File: src/rtl/gha_pkg.sv
// ----------------------------------------------------------------------------
// gha_pkg
// Shared types, codes and helpers for the generational handle allocator.
// ----------------------------------------------------------------------------
package gha_pkg;

  localparam int FREE_DEPTH_DEF = 256;

  localparam int IDX_W   = 32;
  localparam int GEN_W   = 28;
  localparam int FLG_W   = 4;
  localparam int HANDLE_W = 64;
  localparam int STORE_W = IDX_W + GEN_W;

  localparam logic REQ_CREATE  = 1'b0;
  localparam logic REQ_DESTROY = 1'b1;

  localparam logic [1:0] STAT_OK      = 2'd0;
  localparam logic [1:0] STAT_FULL    = 2'd1;
  localparam logic [1:0] STAT_EXHAUST = 2'd2;

  typedef struct packed {
    logic                req_type;
    logic [FLG_W-1:0]    new_flags;
    logic [HANDLE_W-1:0] freed_handle;
  } gha_in_t;

  typedef struct packed {
    logic [HANDLE_W-1:0] handle_out;
    logic [1:0]          status;
  } gha_out_t;

  typedef enum logic [1:0] {
    ST_IDLE,
    ST_EXEC,
    ST_POP
  } gha_state_t;

  typedef enum logic [1:0] {
    SEL_ZERO,
    SEL_POP,
    SEL_FRESH
  } gha_sel_t;

  typedef struct packed {
    logic       capture;
    logic       push;
    logic       pop_rd;
    logic       fresh_take;
    logic       out_load;
    gha_sel_t   out_sel;
    logic [1:0] out_status;
  } gha_cmd_t;

  typedef struct packed {
    logic req_destroy;
    logic empty;
    logic full;
    logic exhausted;
    logic out_free;
  } gha_sts_t;

  // bump generation (wraps) and replace the flags
  function automatic logic [HANDLE_W-1:0] bump_and_flag(
    input logic [STORE_W-1:0] h,
    input logic [FLG_W-1:0]   f
  );
    logic [GEN_W-1:0] gen;
    gen = h[STORE_W-1:IDX_W] + GEN_W'(1);
    return {f, gen, h[IDX_W-1:0]};
  endfunction

endpackage

File: src/rtl/gha_ctrl.sv
// ----------------------------------------------------------------------------
// gha_ctrl
// Request sequencer: captures a request, then steps the datapath through it.
// ----------------------------------------------------------------------------
module gha_ctrl (
  input  logic              clk,
  input  logic              rst_n,
  input  logic              in_valid,
  output logic              in_stall,
  input  gha_pkg::gha_sts_t sts,
  output gha_pkg::gha_cmd_t cmd
);

  gha_pkg::gha_state_t state_r;
  gha_pkg::gha_state_t state_nxt;

  always_ff @(posedge clk) begin
    if (!rst_n) begin
      state_r <= gha_pkg::ST_IDLE;
    end else begin
      state_r <= state_nxt;
    end
  end

  always_comb begin
    state_nxt      = state_r;
    in_stall       = 1'b1;
    cmd            = '0;
    cmd.out_sel    = gha_pkg::SEL_ZERO;
    cmd.out_status = gha_pkg::STAT_OK;
    case (state_r)
      gha_pkg::ST_IDLE: begin
        in_stall = 1'b0;
        if (in_valid) begin
          cmd.capture = 1'b1;
          state_nxt   = gha_pkg::ST_EXEC;
        end
      end
      gha_pkg::ST_EXEC: begin
        if (sts.req_destroy) begin
          if (sts.out_free) begin
            cmd.push       = !sts.full;
            cmd.out_load   = 1'b1;
            cmd.out_sel    = gha_pkg::SEL_ZERO;
            cmd.out_status = sts.full ? gha_pkg::STAT_FULL : gha_pkg::STAT_OK;
            state_nxt      = gha_pkg::ST_IDLE;
          end
        end else if (!sts.empty) begin
          // read the top entry; result formed once data is back
          cmd.pop_rd = 1'b1;
          state_nxt  = gha_pkg::ST_POP;
        end else if (sts.out_free) begin
          cmd.out_load = 1'b1;
          if (sts.exhausted) begin
            cmd.out_sel    = gha_pkg::SEL_ZERO;
            cmd.out_status = gha_pkg::STAT_EXHAUST;
          end else begin
            cmd.fresh_take = 1'b1;
            cmd.out_sel    = gha_pkg::SEL_FRESH;
          end
          state_nxt = gha_pkg::ST_IDLE;
        end
      end
      gha_pkg::ST_POP: begin
        if (sts.out_free) begin
          cmd.out_load = 1'b1;
          cmd.out_sel  = gha_pkg::SEL_POP;
          state_nxt    = gha_pkg::ST_IDLE;
        end
      end
      default: begin
        state_nxt = gha_pkg::ST_IDLE;
      end
    endcase
  end

endmodule

File: config.mk
export PLATFORM = sky130hd
export DESIGN_NAME = gha_ctrl
export DESIGN_NICKNAME = d
export VERILOG_FILES = /design/src/rtl/gha_pkg.sv /design/src/rtl/gha_ctrl.sv
export SDC_FILE = /design/constraint.sdc
export NUM_CORES = 1
export LEC_CHECK = 0
export ABC_AREA = 1
export BUFFER_PORTS_ARGS = -buffer_cell sky130_fd_sc_hd__buf_2
export CAP_MARGIN = 20
export CORE_AREA = 2 2 39 41
export CTS_CLUSTER_SIZE = 30
export DETAILED_ROUTE_END_ITERATION = 6
export DIE_AREA = 0 0 41 43
export GPL_TIMING_DRIVEN = 0
export PLACE_DENSITY_LB_ADDON = 0.2
export SYNTH_ARGS = -nofsm -noshare
export SYNTH_HDL_FRONTEND = slang
export SYNTH_SLANG_ARGS = --single-unit
File: constraint.sdc
create_clock -name clk -period 1.2 [get_ports clk]
set_input_delay 0.12 -clock clk [delete_from_list [all_inputs] [get_ports clk]]
set_output_delay 0.12 -clock clk [all_outputs]
set_load 0.02 [all_outputs]
==> impl_metrics.tcl <==
set metrics [dict create \
    slew-limit-headroom 0.861 \
    fmax_ghz 0.715 \
    drt-total-wl_um 849 \
    final_cell_count_no_fill 90 \
    fp-row-count 14 \
    ctsHtreeMaxLevel 1 \
    synth-seq-cells 2 \
    antenna_left 0 \
    cp.required_ns 1.08 \
    initial_core_util 0.196 \
    io-pin-count 18 \
    wl_met2_um 460 \
    routed.top_layer "met3" \
    drt_iter0_drc 2 \
    hp-start "rst_n" \
    drv_cap 0 \
    largestRegisters "state_r: 2 flops" \
    clk_pin_slew_ns 0.03 \
    netlist_instances 47 \
    core-area_mm2 0.00138 \
    post_drt_wl_per_cell_um 9.43 \
    hold_depth 3 \
    setup_violations 8 \
    diodes 0 \
    antenna_found_initial 0 \
    rrSetupSlack_ns 0.02 \
    crit_type "reg -> out" \
    path_max_fanout 5 \
    syn_area_per_cell_um2 5.78 \
    clock_latency_ns 0.22 \
    yosysSeqAreaShare 0.147 \
    cp_data_arrival_time_ns 1.28 \
    hold_class "in -> reg" \
    worstSetupEndpointType "output port" \
    clock-sinks 2 \
    place.gp.congestion 0.746 \
    fin_ws_ns -0.198 \
    via_count 371 \
    fin_crit_ns 1.40 \
    largest_reg_flops 2 \
    nets 88 \
    grt_pass1_wl_mm 1.30 \
    fin_crit_sh 1.17 \
    cts_tree "built" \
    worstReg2RegStart "state_r[0]$_SDFFE_PN0P_" \
    synth_cell_types 13 \
    fin_util 0.422 \
    layout-drive-gt1-share 0.716 \
    dp_slack_ns -0.129 \
    report.final.slew_viol_count 0 \
    grt_max_degree 6 \
    p_per_area_mw_per_mm2 784 \
    cts_hold_buf 0 \
    synth.net_count 59 \
    cts_buffers 3 \
    hpwl_um 557 \
    syn2layout_area_growth_pct 115 \
    clock_path_buffers 2 \
    dieArea_mm2 0.00176 \
    syn_area_um2 272 \
    drc 0 \
    status "complete, but fails checks" \
    min_to "state_r[0]$_SDFFE_PN0P_" \
    wl_met3_um 57 \
    r2r_end "state_r[0]$_SDFFE_PN0P_" \
    gr-total-overflow 0 \
    fin_worst_skew_ns 0.000555 \
    drt_pass1_iterations 2 \
    finalHoldViolCount 0 \
    placed_cells 80 \
    violations "setup timing" \
    grt_usage 0.104 \
    setup_tns_ns -0.906 \
    static-leakage-power_nw 0.308 \
    rsz0062_at_grt "yes" \
    startpoint_type "flip-flop" \
    ys_warn_count 0 \
    vias_per_cell 4.12 \
    grt_pass1_vias 344 \
    vdd_drop_max_v 0.000545 \
    reg2reg_depth 9 \
    die_x_um 41 \
    largest-register "state_r" \
    met1Wirelength_um 330 \
    cts_root_buf "clkbuf_4" \
    tightest_slew_ns 0.208 \
    port-buffer-count 17 \
    die_y_um 43 \
]
==> synthesized netlist by cell type <==
cell type / count / area [um2]
ha_1: 4 / 50.1
dfxtp_1: 2 / 40.0
inv_1: 11 / 41.3
nor4_2: 1 / 12.5
nand2_1: 14 / 52.6
a21oi_1: 1 / 5.00
nand2_2: 1 / 6.26
nor3_1: 3 / 15.0
a21oi_2: 1 / 8.76
inv_2: 1 / 3.75
nand3_1: 2 / 10.0
nor3b_1: 1 / 7.51
nor2_1: 5 / 18.8
==> critical path: stages, from the launching register on <==
cell and delay, ns:
dfxtp_4 0.36, buf_6 0.10, ha_4 0.14, nand2_4 0.08, nor4_4 0.19, buf_4 0.17
==> per-stage QoR <==
step / cell area (um2) / power [mW] / hold WS, ns
4_1_cts: 542 / 0.448 / 0.122
3_5_place_dp: 403 / 0.223 / 0.367
5_1_grt: 584 / 0.496 / 0.167
3_3_place_gp: 403 / 0.222 / 0.363
2_1_floorplan: 298 / 0.178 / 0.253
6_report: 584 / 0.458 / 0.146
==> timing repair <==
| action | in CTS | in global routing |
|---|---|---|
| gates resized for setup | 18 | 11 |
| endpoints found under the setup margin | 10 | 9 |
| pin swaps | 8 | 5 |
| endpoints found under the hold margin | 0 | 0 |
| setup buffers | 6 | 2 |
==> kinds of logic (layout without fill, tap and decap cells) <==
group / count (synthesis) / after routing / synth area share
AOI/OAI and AO/OA: 2 / 2 / 0.0507
adders and majority gates: 4 / 4 / 0.184
buffers and inverters: 12 / 39 / 0.166
DFF: 2 / 2 / 0.147
and+or+nand+nor: 27 / 27 / 0.452
==> where the power goes <==
group	total [mW]	leakage [nW]	switching [mW]	internal (mW)
combinational	0.228	0.277	0.126	0.102
sequential	0.0809	0.0178	0.00870	0.0722
clock	0.149	0.0138	0.0390	0.110
==> routing by layer <==
metal | global-route usage | vias up
met3 | 0 | 0
met2 | 0.188 | 12
met4 | 0.0600 | 0
met1 | 0.111 | 164
met5 | 0 | -
li1 | - | 195
==> cell type report <==
| class | instances | area, um2 |
|---|---|---|
| Clock buffer | 3 | 22.5 |
| Sequential cell | 2 | 47.5 |
| Tap cell | 16 | 20.0 |
| Fill cell | 154 | 800 |
| Inverter | 12 | 50.0 |
| Timing Repair Buffer | 24 | 160 |
| Multi-Input combinational cell | 33 | 284 |
==> worst max-delay path by stage <==
stage / depth (start not counted) / to / start / slack (ns)
after global routing: 5 / cmd[3] / state_r[0]$_SDFFE_PN0P_ / -0.25
final: 5 / cmd[3] / state_r[0]$_SDFFE_PN0P_ / -0.20
after global placement: 5 / cmd[3] / state_r[1]$_SDFFE_PN0P_ / -0.12
after CTS: 7 / cmd[4] / state_r[0]$_SDFFE_PN0P_ / -0.24
after detailed placement: 5 / cmd[3] / state_r[1]$_SDFFE_PN0P_ / -0.13
after floorplan: 4 / cmd[4] / state_r[1]$_SDFFE_PN0P_ / -0.12
==> placed cells by master, fill, tap and decap left out <==
cell type	instances
buf_2	11
buf_6	2
inv_1	6
ha_4	3
nand2_1	10
nand3_2	2
nor2_2	1
ha_1	1
a21oi_2	2
nor3b_2	1
nand2_4	1
nor4_4	1
inv_4	2
inv_2	4
nor2_1	4
nor3_2	3
nand2_2	4
buf_4	11
clkbuf_4	3
dfxtp_4	2
Note: power is estimated with default switching activity, not from simulation.
